**config.mk**
```make
export PLATFORM = sky130hd
export DESIGN_NAME = unit_suffix_number_parser
export DESIGN_NICKNAME = d
export VERILOG_FILES = /design/src/rtl/usnp_pkg.sv /design/src/rtl/unit_suffix_number_parser.sv /design/src/rtl/usnp_scan.sv /design/src/rtl/usnp_scale.sv
export SDC_FILE = /design/constraint.sdc
export NUM_CORES = 2
export LEC_CHECK = 0
export BUFFER_PORTS_ARGS = -buffer_cell sky130_fd_sc_hd__buf_2
export CORE_MARGIN = 2
export CORE_UTILIZATION = 45
export DETAILED_ROUTE_END_ITERATION = 8
export HOLD_SLACK_MARGIN = 0.12
export SETUP_SLACK_MARGIN = 0.4
export SYNTH_ARGS = -nofsm -noshare
export SYNTH_HDL_FRONTEND = slang
export SYNTH_SLANG_ARGS = --single-unit
```
**constraint.sdc**
```tcl
create_clock -name clk -period 8.4 [get_ports clk]
set_input_delay 0.42 -clock clk [delete_from_list [all_inputs] [get_ports clk]]
set_output_delay 0.42 -clock clk [all_outputs]
set_load 0.02 [all_outputs]
```
**src/rtl/usnp_pkg.sv**
```systemverilog
`default_nettype none
package usnp_pkg;

  // Widths fixed by the item format
  localparam int CH_W        = 8;
  localparam int OUT_VALUE_W = 63;
  localparam int MULT_W      = 31;
  localparam int ENTRY_N     = 9;
  localparam int VALUE_WIDTH_DEF = 63;

  // Register map
  localparam logic REG_UNIT_TABLE = 1'b0;

  // Table selector codes
  localparam logic [1:0] TBL_BYTES  = 2'd0;
  localparam logic [1:0] TBL_TIME   = 2'd1;
  localparam logic [1:0] TBL_METRIC = 2'd2;

  // Characters
  localparam logic [7:0] CH_NUL   = 8'h00;
  localparam logic [7:0] CH_SPACE = 8'h20;
  localparam logic [7:0] CH_ZERO  = 8'h30;
  localparam logic [7:0] CH_NINE  = 8'h39;
  localparam logic [7:0] CH_B = 8'h62;
  localparam logic [7:0] CH_D = 8'h64;
  localparam logic [7:0] CH_G = 8'h67;
  localparam logic [7:0] CH_H = 8'h68;
  localparam logic [7:0] CH_I = 8'h69;
  localparam logic [7:0] CH_K = 8'h6b;
  localparam logic [7:0] CH_M = 8'h6d;
  localparam logic [7:0] CH_S = 8'h73;

  // Parse phases
  typedef enum logic [3:0] {
    PH_LEAD  = 4'b0001,
    PH_DIGIT = 4'b0010,
    PH_MID   = 4'b0100,
    PH_TAIL  = 4'b1000
  } phase_t;

  // One suffix table entry
  typedef struct packed {
    logic [1:0]        len;
    logic [7:0]        l0;
    logic [7:0]        l1;
    logic [7:0]        l2;
    logic [MULT_W-1:0] mult;
  } entry_t;

  // Flags and multiplier of a finished string
  typedef struct packed {
    logic              known;
    logic              ovf;
    logic [MULT_W-1:0] mult;
  } term_t;

  function automatic entry_t mk(input logic [1:0] len, input logic [7:0] a,
                                input logic [7:0] b, input logic [7:0] c,
                                input logic [MULT_W-1:0] m);
    entry_t e;
    e.len  = len;
    e.l0   = a;
    e.l1   = b;
    e.l2   = c;
    e.mult = m;
    return e;
  endfunction

  function automatic logic [3:0] table_count(input logic [1:0] tbl);
    logic [3:0] n;
    case (tbl)
      TBL_BYTES:  n = 4'd9;
      TBL_TIME:   n = 4'd4;
      TBL_METRIC: n = 4'd3;
      default:    n = 4'd0;
    endcase
    return n;
  endfunction

  function automatic entry_t get_entry(input logic [1:0] tbl, input logic [3:0] idx);
    entry_t e;
    e = mk(2'd0, CH_NUL, CH_NUL, CH_NUL, '0);
    case (tbl)
      TBL_BYTES: begin
        case (idx)
          4'd0:    e = mk(2'd1, CH_K, CH_NUL, CH_NUL, 31'd1024);
          4'd1:    e = mk(2'd2, CH_K, CH_B, CH_NUL, 31'd1024);
          4'd2:    e = mk(2'd3, CH_K, CH_I, CH_B, 31'd1024);
          4'd3:    e = mk(2'd1, CH_M, CH_NUL, CH_NUL, 31'd1048576);
          4'd4:    e = mk(2'd2, CH_M, CH_B, CH_NUL, 31'd1048576);
          4'd5:    e = mk(2'd3, CH_M, CH_I, CH_B, 31'd1048576);
          4'd6:    e = mk(2'd1, CH_G, CH_NUL, CH_NUL, 31'd1073741824);
          4'd7:    e = mk(2'd2, CH_G, CH_B, CH_NUL, 31'd1073741824);
          4'd8:    e = mk(2'd3, CH_G, CH_I, CH_B, 31'd1073741824);
          default: e = mk(2'd0, CH_NUL, CH_NUL, CH_NUL, '0);
        endcase
      end
      TBL_TIME: begin
        case (idx)
          4'd0:    e = mk(2'd1, CH_S, CH_NUL, CH_NUL, 31'd1);
          4'd1:    e = mk(2'd1, CH_M, CH_NUL, CH_NUL, 31'd60);
          4'd2:    e = mk(2'd1, CH_H, CH_NUL, CH_NUL, 31'd3600);
          4'd3:    e = mk(2'd1, CH_D, CH_NUL, CH_NUL, 31'd86400);
          default: e = mk(2'd0, CH_NUL, CH_NUL, CH_NUL, '0);
        endcase
      end
      TBL_METRIC: begin
        case (idx)
          4'd0:    e = mk(2'd1, CH_K, CH_NUL, CH_NUL, 31'd1000);
          4'd1:    e = mk(2'd1, CH_M, CH_NUL, CH_NUL, 31'd1000000);
          4'd2:    e = mk(2'd1, CH_G, CH_NUL, CH_NUL, 31'd1000000000);
          default: e = mk(2'd0, CH_NUL, CH_NUL, CH_NUL, '0);
        endcase
      end
      default: e = mk(2'd0, CH_NUL, CH_NUL, CH_NUL, '0);
    endcase
    return e;
  endfunction

  function automatic logic [7:0] entry_letter(input entry_t e, input logic [1:0] pos);
    logic [7:0] l;
    case (pos)
      2'd0:    l = e.l0;
      2'd1:    l = e.l1;
      2'd2:    l = e.l2;
      default: l = CH_NUL;
    endcase
    return l;
  endfunction

endpackage
`default_nettype wire

```
**src/rtl/unit_suffix_number_parser.sv**
```systemverilog
`default_nettype none
// Channel   Direction  Handshake             Payload
// in        input      in_valid / in_ready   in_ch[7:0]
// out       output     out_valid / out_ready out_value[62:0], out_unit_known, out_overflow
// cfg       input      APB, pready high      unit_table at byte 0
//
// One character is taken per cycle while in_ready is high; the state update runs in
// the cycle it is accepted. A terminator's result item passes two registers: the split
// 32x31 and 31x31 partial products, then their sum, saturated, in the output register.
// A full output register stalls the two-stage multiply pipe, and in_ready falls
// only when that pipe cannot move. Reset is synchronous and clears all string state.
module unit_suffix_number_parser #(
  parameter int VALUE_WIDTH = usnp_pkg::VALUE_WIDTH_DEF
) (
  input  wire logic                           clk,
  input  wire logic                           rst_n,
  input  wire logic                           in_valid,
  output logic                                in_ready,
  input  wire logic [usnp_pkg::CH_W-1:0]      in_ch,
  output logic                                out_valid,
  input  wire logic                           out_ready,
  output logic [usnp_pkg::OUT_VALUE_W-1:0]    out_value,
  output logic                                out_unit_known,
  output logic                                out_overflow,
  input  wire logic                           cfg_psel,
  input  wire logic                           cfg_penable,
  input  wire logic                           cfg_pwrite,
  input  wire logic [2:0]                     cfg_paddr,
  input  wire logic [31:0]                    cfg_pwdata,
  output logic [31:0]                         cfg_prdata,
  output logic                                cfg_pready
);

  logic [1:0]             unit_table_r, unit_table_nxt;
  logic                   take, term_take, take_ok;
  logic [VALUE_WIDTH-1:0] term_acc;
  usnp_pkg::term_t        term;

  // Configuration register
  assign cfg_pready = 1'b1;

  always_comb begin
    unit_table_nxt = unit_table_r;
    if (cfg_psel && cfg_penable && cfg_pwrite && (cfg_paddr[2] == usnp_pkg::REG_UNIT_TABLE))
      unit_table_nxt = cfg_pwdata[1:0];
  end

  always_ff @(posedge clk) begin
    if (!rst_n) begin
      unit_table_r <= usnp_pkg::TBL_BYTES;
    end else begin
      unit_table_r <= unit_table_nxt;
    end
  end

  assign cfg_prdata = (cfg_paddr[2] == usnp_pkg::REG_UNIT_TABLE) ? {30'd0, unit_table_r} : '0;

  // Accept an item whenever the multiply pipe can move
  assign in_ready = take_ok;
  assign take     = in_valid && in_ready;

  usnp_scan #(.VALUE_WIDTH(VALUE_WIDTH)) u_scan (
    .clk        (clk),
    .rst_n      (rst_n),
    .take       (take),
    .ch         (in_ch),
    .unit_table (unit_table_r),
    .term_take  (term_take),
    .term_acc   (term_acc),
    .term       (term)
  );

  usnp_scale #(.VALUE_WIDTH(VALUE_WIDTH)) u_scale (
    .clk            (clk),
    .rst_n          (rst_n),
    .term_take      (term_take),
    .term_acc       (term_acc),
    .term           (term),
    .take_ok        (take_ok),
    .out_valid      (out_valid),
    .out_ready      (out_ready),
    .out_value      (out_value),
    .out_unit_known (out_unit_known),
    .out_overflow   (out_overflow)
  );

endmodule
`default_nettype wire

```
**src/rtl/usnp_scan.sv**
```systemverilog
`default_nettype none
module usnp_scan #(
  parameter int VALUE_WIDTH = usnp_pkg::VALUE_WIDTH_DEF
) (
  input  wire logic                         clk,
  input  wire logic                         rst_n,
  input  wire logic                         take,
  input  wire logic [usnp_pkg::CH_W-1:0]    ch,
  input  wire logic [1:0]                   unit_table,
  output logic                              term_take,
  output logic [VALUE_WIDTH-1:0]            term_acc,
  output usnp_pkg::term_t                   term
);

  localparam int EXT_W = VALUE_WIDTH + 4;

  usnp_pkg::phase_t             phase_r, phase_nxt;
  logic [VALUE_WIDTH-1:0]       acc_r, acc_nxt;
  logic [usnp_pkg::ENTRY_N-1:0] pend_r, pend_nxt;
  logic [usnp_pkg::ENTRY_N-1:0] conf_r, conf_nxt;
  logic [1:0]                   pos_r, pos_nxt;
  logic                         tail_r, tail_nxt;
  logic                         aovf_r, aovf_nxt;

  logic                         is_term, is_space, is_digit;
  logic [EXT_W-1:0]             acc_ext, acc_x10;
  logic [VALUE_WIDTH-1:0]       acc_dig;
  logic                         dig_sat;
  logic [usnp_pkg::ENTRY_N-1:0] pend_tail, conf_tail, hits;
  logic [7:0]                   low_ch;
  logic [3:0]                   cnt;
  usnp_pkg::entry_t             ent;
  usnp_pkg::entry_t             hit_ent;
  logic                         hit_any;
  logic [usnp_pkg::MULT_W-1:0]  hit_mult;

  assign is_term  = (ch == usnp_pkg::CH_NUL);
  assign is_space = !is_term && (ch <= usnp_pkg::CH_SPACE);
  assign is_digit = (ch >= usnp_pkg::CH_ZERO) && (ch <= usnp_pkg::CH_NINE);
  assign low_ch   = ch | usnp_pkg::CH_SPACE;
  assign cnt      = usnp_pkg::table_count(unit_table);

  // Accumulate one digit: acc*10 + d, saturate at the top
  always_comb begin
    acc_ext = EXT_W'(acc_r);
    acc_x10 = (acc_ext << 3) + (acc_ext << 1) + EXT_W'(ch[3:0]);
    dig_sat = |acc_x10[EXT_W-1:VALUE_WIDTH];
    acc_dig = dig_sat ? {VALUE_WIDTH{1'b1}} : acc_x10[VALUE_WIDTH-1:0];
  end

  // Step every active suffix matcher by one tail character
  always_comb begin
    pend_tail = pend_r;
    conf_tail = conf_r;
    ent       = usnp_pkg::get_entry(unit_table, 4'd0);
    for (int i = 0; i < usnp_pkg::ENTRY_N; i++) begin
      ent = usnp_pkg::get_entry(unit_table, 4'(i));
      if ((4'(i) < cnt) && pend_r[i]) begin
        if (pos_r < ent.len) begin
          if (low_ch != usnp_pkg::entry_letter(ent, pos_r)) pend_tail[i] = 1'b0;
        end else begin
          pend_tail[i] = 1'b0;
          if (ch <= usnp_pkg::CH_SPACE) conf_tail[i] = 1'b1;
        end
      end
    end
  end

  // Pick the first matching entry for the terminator
  always_comb begin
    hits     = pend_r | conf_r;
    hit_any  = 1'b0;
    hit_mult = '0;
    hit_ent  = usnp_pkg::get_entry(unit_table, 4'd0);
    for (int i = usnp_pkg::ENTRY_N - 1; i >= 0; i--) begin
      if ((4'(i) < cnt) && hits[i]) begin
        hit_ent  = usnp_pkg::get_entry(unit_table, 4'(i));
        hit_any  = 1'b1;
        hit_mult = hit_ent.mult;
      end
    end
    term_take  = take && is_term;
    term_acc   = acc_r;
    term.ovf   = aovf_r;
    term.known = !tail_r || hit_any;
    term.mult  = !tail_r ? usnp_pkg::MULT_W'(1) : hit_mult;
  end

  // Next string state
  always_comb begin
    phase_nxt = phase_r;
    acc_nxt   = acc_r;
    pend_nxt  = pend_r;
    conf_nxt  = conf_r;
    pos_nxt   = pos_r;
    tail_nxt  = tail_r;
    aovf_nxt  = aovf_r;
    if (take) begin
      if (is_term) begin
        phase_nxt = usnp_pkg::PH_LEAD;
        acc_nxt   = '0;
        pend_nxt  = '1;
        conf_nxt  = '0;
        pos_nxt   = '0;
        tail_nxt  = 1'b0;
        aovf_nxt  = 1'b0;
      end else begin
        case (phase_r)
          usnp_pkg::PH_LEAD, usnp_pkg::PH_DIGIT: begin
            if (is_digit) begin
              acc_nxt   = acc_dig;
              aovf_nxt  = aovf_r || dig_sat;
              phase_nxt = usnp_pkg::PH_DIGIT;
            end else if (is_space) begin
              if (phase_r == usnp_pkg::PH_DIGIT) phase_nxt = usnp_pkg::PH_MID;
            end else begin
              phase_nxt = usnp_pkg::PH_TAIL;
            end
          end
          usnp_pkg::PH_MID: begin
            if (!is_space) phase_nxt = usnp_pkg::PH_TAIL;
          end
          default: ;
        endcase
        // Feed the tail matchers
        if ((phase_nxt == usnp_pkg::PH_TAIL)) begin
          tail_nxt = 1'b1;
          pend_nxt = pend_tail;
          conf_nxt = conf_tail;
          if (pos_r != 2'd3) pos_nxt = pos_r + 2'd1;
        end
      end
    end
  end

  always_ff @(posedge clk) begin
    if (!rst_n) begin
      phase_r <= usnp_pkg::PH_LEAD;
      acc_r   <= '0;
      pend_r  <= '1;
      conf_r  <= '0;
      pos_r   <= '0;
      tail_r  <= 1'b0;
      aovf_r  <= 1'b0;
    end else begin
      phase_r <= phase_nxt;
      acc_r   <= acc_nxt;
      pend_r  <= pend_nxt;
      conf_r  <= conf_nxt;
      pos_r   <= pos_nxt;
      tail_r  <= tail_nxt;
      aovf_r  <= aovf_nxt;
    end
  end

endmodule
`default_nettype wire

```
**src/rtl/usnp_scale.sv**
```systemverilog
`default_nettype none
module usnp_scale #(
  parameter int VALUE_WIDTH = usnp_pkg::VALUE_WIDTH_DEF
) (
  input  wire logic                             clk,
  input  wire logic                             rst_n,
  input  wire logic                             term_take,
  input  wire logic [VALUE_WIDTH-1:0]           term_acc,
  input  wire usnp_pkg::term_t                  term,
  output logic                                  take_ok,
  output logic                                  out_valid,
  input  wire logic                             out_ready,
  output logic [usnp_pkg::OUT_VALUE_W-1:0]      out_value,
  output logic                                  out_unit_known,
  output logic                                  out_overflow
);

  localparam int LO_W = (VALUE_WIDTH + 1) / 2;
  localparam int HI_W = VALUE_WIDTH - LO_W;
  localparam int PW   = VALUE_WIDTH + usnp_pkg::MULT_W;

  logic                              v1_r, v1_nxt;
  logic [LO_W+usnp_pkg::MULT_W-1:0]  pl_r;
  logic [HI_W+usnp_pkg::MULT_W-1:0]  ph_r;
  logic                              k1_r, o1_r;

  logic                              v2_r, v2_nxt;
  logic [VALUE_WIDTH-1:0]            val2_r;
  logic                              k2_r, o2_r;

  logic                              adv2, adv1;
  logic [PW-1:0]                     full;
  logic                              prod_sat;

  assign adv2    = !v2_r || out_ready;
  assign adv1    = !v1_r || adv2;
  assign take_ok = adv1;

  // Sum partial products and saturate
  always_comb begin
    full     = PW'(pl_r) + (PW'(ph_r) << LO_W);
    prod_sat = |full[PW-1:VALUE_WIDTH];
  end

  always_comb begin
    v1_nxt = adv1 ? term_take : v1_r;
    v2_nxt = adv2 ? v1_r : v2_r;
  end

  always_ff @(posedge clk) begin
    if (!rst_n) begin
      v1_r <= 1'b0;
      v2_r <= 1'b0;
    end else begin
      v1_r <= v1_nxt;
      v2_r <= v2_nxt;
    end
  end

  // Stage one: split product
  always_ff @(posedge clk) begin
    if (adv1 && term_take) begin
      pl_r <= (LO_W+usnp_pkg::MULT_W)'(term_acc[LO_W-1:0]) *
              (LO_W+usnp_pkg::MULT_W)'(term.mult);
      ph_r <= (HI_W+usnp_pkg::MULT_W)'(term_acc[VALUE_WIDTH-1:LO_W]) *
              (HI_W+usnp_pkg::MULT_W)'(term.mult);
      k1_r <= term.known;
      o1_r <= term.ovf;
    end
  end

  // Stage two: hold the result item until taken
  always_ff @(posedge clk) begin
    if (adv2 && v1_r) begin
      val2_r <= prod_sat ? {VALUE_WIDTH{1'b1}} : full[VALUE_WIDTH-1:0];
      k2_r   <= k1_r;
      o2_r   <= o1_r || prod_sat;
    end
  end

  assign out_valid      = v2_r;
  assign out_value      = usnp_pkg::OUT_VALUE_W'(val2_r);
  assign out_unit_known = k2_r;
  assign out_overflow   = o2_r;

endmodule
`default_nettype wire

```
==> flow_metrics.env <==
export IMPL_insertion_delay_ps=650
export IMPL_stdcell_count=11100
export IMPL_drc=0
export IMPL_post_place_ws_ps=-534
export IMPL_finalWorstSetupSlack_ps=-371
export IMPL_start_util_pct=45.2
export IMPL_globalplace_congestion=0.947
export IMPL_clk_pin_slew_ps=70
export IMPL_reg2reg_to="u_scale.ph_r[56]$_DFFE_PP_"
export IMPL_slew_viol_final=0
export IMPL_whs_ps=305
export IMPL_place_inst=10900
export IMPL_p_sw_mw=0.998
export IMPL_setup_violations=35
export IMPL_cts_sinks=285
export IMPL_switching_share_pct=26.1
export IMPL_wl_per_cell_um=20.7
export IMPL_combPwrFrac_pct=8.7
export IMPL_ios=150
export IMPL_crit_buf_inv=13
export IMPL_hold_viol_final=0
export IMPL_fin_crit_sh_pct=104
export IMPL_core_area_um2=164000
export IMPL_die_y_um=410
export IMPL_synthArstFlopShare_pct=0
export IMPL_p_total_mw=3.83
export IMPL_firstDrtPassIters=6
export IMPL_power_frac_seq_pct=39.5
export IMPL_cts_buffers_inserted=42
export IMPL_routed_wl_um=231000
export IMPL_rrSetupSlack_ps=-370
export IMPL_ys_flop_type="edfxtp_1"
export IMPL_synth_area_um2=74200
export IMPL_timing_rr_start="unit_table_r[0]$_SDFFE_PN0P_"
export IMPL_holdPathStages=4
export IMPL_max_freq_mhz=114
export IMPL_final_common_cell="inv_1"
export IMPL_clock_skew_ps=65.5
export IMPL_std_cell_rows=149
export IMPL_cp_start_kind="flop"
export IMPL_finalCoreUtilization_pct=54.1
export IMPL_root_buffer="clkbuf_16"
export IMPL_end_kind="flop"
export IMPL_drtIter0Drc=3901
export IMPL_crit_path_top_delay_cell="fa_1"
export IMPL_min_delay_start="cfg_pwrite"
export IMPL_tns_ps=-6860
export IMPL_hold_end="unit_table_r[1]$_SDFFE_PN0P_"
export IMPL_r2r_cells=36
export IMPL_dpl_instance_area_um2=83400
export IMPL_die_area_um2=168000
export IMPL_syn2layout_area_growth_pct=19.8
export IMPL_status="complete, but fails checks"
export IMPL_viasPerCell=5.29
export IMPL_final_nets=11300
export IMPL_worst_slew_pin_slew_ps=1010
export IMPL_rsz0062_at_grt="yes"
export IMPL_yosys_warnings=0
export IMPL_cp_arrival_ps=9140
export IMPL_pwr_share_clk_pct=51.9
export IMPL_worstSetupPathType="reg -> reg"
export IMPL_worstPathRequired_ps=8770
export IMPL_maxSlewHeadroom_pct=32.3
export IMPL_antenna_found_initial=10
export IMPL_max_stage_delay_ps=580
export IMPL_cts_buffer_depth=3
export IMPL_irDropWorstVdd_mv=0.118
export IMPL_power_internal_mw=2.83
export IMPL_synth_edf_count=192
export IMPL_cts_tree="done"
export IMPL_violations="setup timing"
export IMPL_synth_cell_types=82
export IMPL_cp_max_fo=8
export IMPL_syn_avg_cell_area_um2=9.11
export IMPL_final_cell_area_um2=89000
export IMPL_layout_drive_gt1_share_pct=18.1
export IMPL_hp_class="in -> reg"
export IMPL_crit_top_cell="fa_1"
export IMPL_leakage_nw=44.9
export IMPL_grt_max_degree=112
export IMPL_grt_pass1_vias=61500
export IMPL_htreeDepth=2
export IMPL_min_period_ps=8770
export IMPL_track_usage_pct=27.1
export IMPL_die_w_um=410
export IMPL_synth_seq_area_share_pct=10.3
export IMPL_syn_inst=8147
export IMPL_grt_pass1_wl_um=353000
export IMPL_dpl_hpwl_um=193000
export IMPL_final_cell_mix="inv_1 (1875), fa_1 (1333), ha_1 (917), nand2_1 (899), buf_4 (787)"
export IMPL_portBuffers=86
export IMPL_path_delay_family="adder cells"
export IMPL_dr_total_vias=59000
export IMPL_overflow=0
export IMPL_maxCapViolations=0
export IMPL_synth_seq_cells=285
export IMPL_antenna_left=0
export IMPL_power_density_nw_per_um2=43.0
[flip-flops by register name (all words and copies together), names as in the netlist]
| signal | cells |
|---|---|
| u_scale.out_unit_known | 1 |
| u_scan.phase_r | 4 |
| u_scan.conf_r | 9 |
| u_scale.out_value | 63 |
| u_scale.out_valid | 1 |
| u_scale.v1_r | 1 |
| u_scan.aovf_r | 1 |
| u_scale.ph_r | 62 |
| u_scale.out_overflow | 1 |
| u_scan.tail_r | 1 |
| unit_table_r | 2 |
| u_scale.o1_r | 1 |
| u_scale.k1_r | 1 |
| u_scan.pos_r | 2 |
| u_scan.term_acc | 63 |
| u_scan.pend_r | 9 |
| u_scale.pl_r | 63 |
[layer usage]
layer | vias up | share of wire (%) | global-route usage (%)
met2 | 1888 | 46 | 43.4
met5 | - | 0.023 | 0
li1 | 27000 | - | -
met1 | 29700 | 44 | 38.3
met3 | 303 | 7.3 | 3.96
met4 | 8 | 3.1 | 7.18
[worst max path at each step]
stage	to	depth (start not counted)	startpoint
after floorplan	u_scale.ph_r[56]$_DFFE_PP_	32	unit_table_r[1]$_SDFFE_PN0P_
after global placement	u_scale.ph_r[61]$_DFFE_PP_	35	unit_table_r[0]$_SDFFE_PN0P_
after detailed placement	u_scale.pl_r[59]$_DFFE_PP_	34	unit_table_r[0]$_SDFFE_PN0P_
after CTS	u_scale.pl_r[52]$_DFFE_PP_	33	unit_table_r[1]$_SDFFE_PN0P_
after global routing	u_scale.pl_r[59]$_DFFE_PP_	35	unit_table_r[0]$_SDFFE_PN0P_
final	u_scale.ph_r[56]$_DFFE_PP_	36	unit_table_r[0]$_SDFFE_PN0P_
[synth_stat cells (all sizes together), types with 10 or more instances]
cell type  number  area, um^2
o21bai         35         263
ha            960       12000
o31ai          15         113
and3           35         219
a31oi          46         288
inv          1954        7330
a2111oi        12         106
a211oi         35         263
o311a          30         300
and2          242        1510
dfxtp          93        1860
nand4          72         457
nor2b          95         594
a21o          124         931
edfxtp        192        5770
a21oi         275        1380
nand3          79         395
o21ai         278        1390
o21a           35         263
buf            54         367
xor2           82         718
xnor2         129        1130
o221ai         10        87.6
nor2          169         634
and4           13         114
or3            21         131
a221o          33         330
fa           1393       27900
nor3           58         295
nor4           19         119
nand2b         81         507
clkbuf        290        1100
or2            20         125
nand2         989        3710
o211ai         19         143
[cell type report]
class                   instances  area (um^2)
fillers                     15000        75400
multi-input cells            5593        60300
repair buffers               1048         9450
flip-flops and latches        285         7630
inverters                    1954         7350
well taps                    2189         2740
clock buffers                  48         1110
clock inverters                27          398
diodes                          5         12.5
[power groups by stage]
stage,Sequential (mW),Clock (mW),Combinational [mW]
6_report,1.51,1.98,0.332
5_1_grt,1.51,2.08,0.359
4_1_cts,1.51,2.04,0.294
3_5_place_dp,1.54,0,0.277
3_3_place_gp,1.54,0,0.274
2_1_floorplan,1.53,0,0.186
[tightest hold or removal path, stage by stage]
cell and delay, ps:
buf_2 90, nand4b_1 200, mux2i_1 110, nor2b_1 90
[logic make-up after synthesis]
| kind of cell | synth area share, % |
|---|---|
| buffers and inverters | 11.8 |
| DFF | 10.3 |
| muxes | 0.153 |
| other | 0.0101 |
| AOI/OAI and AO/OA | 9.14 |
| adders and majority gates | 53.7 |
| and+or+nand+nor | 12.3 |
| xor gates and xnor gates | 2.49 |
[what timing repair did]
item | 4_1_cts | 5_1_grt
resized for setup | 171 | 441
hold buffers | 3 | 0
setup endpoints to repair | 68 | 78
cloned | 13 | 13
setup buffers | 55 | 68
pin swaps | 61 | 240
endpoints found under the hold margin | 3 | 0
(Power assumes the default switching activity.)
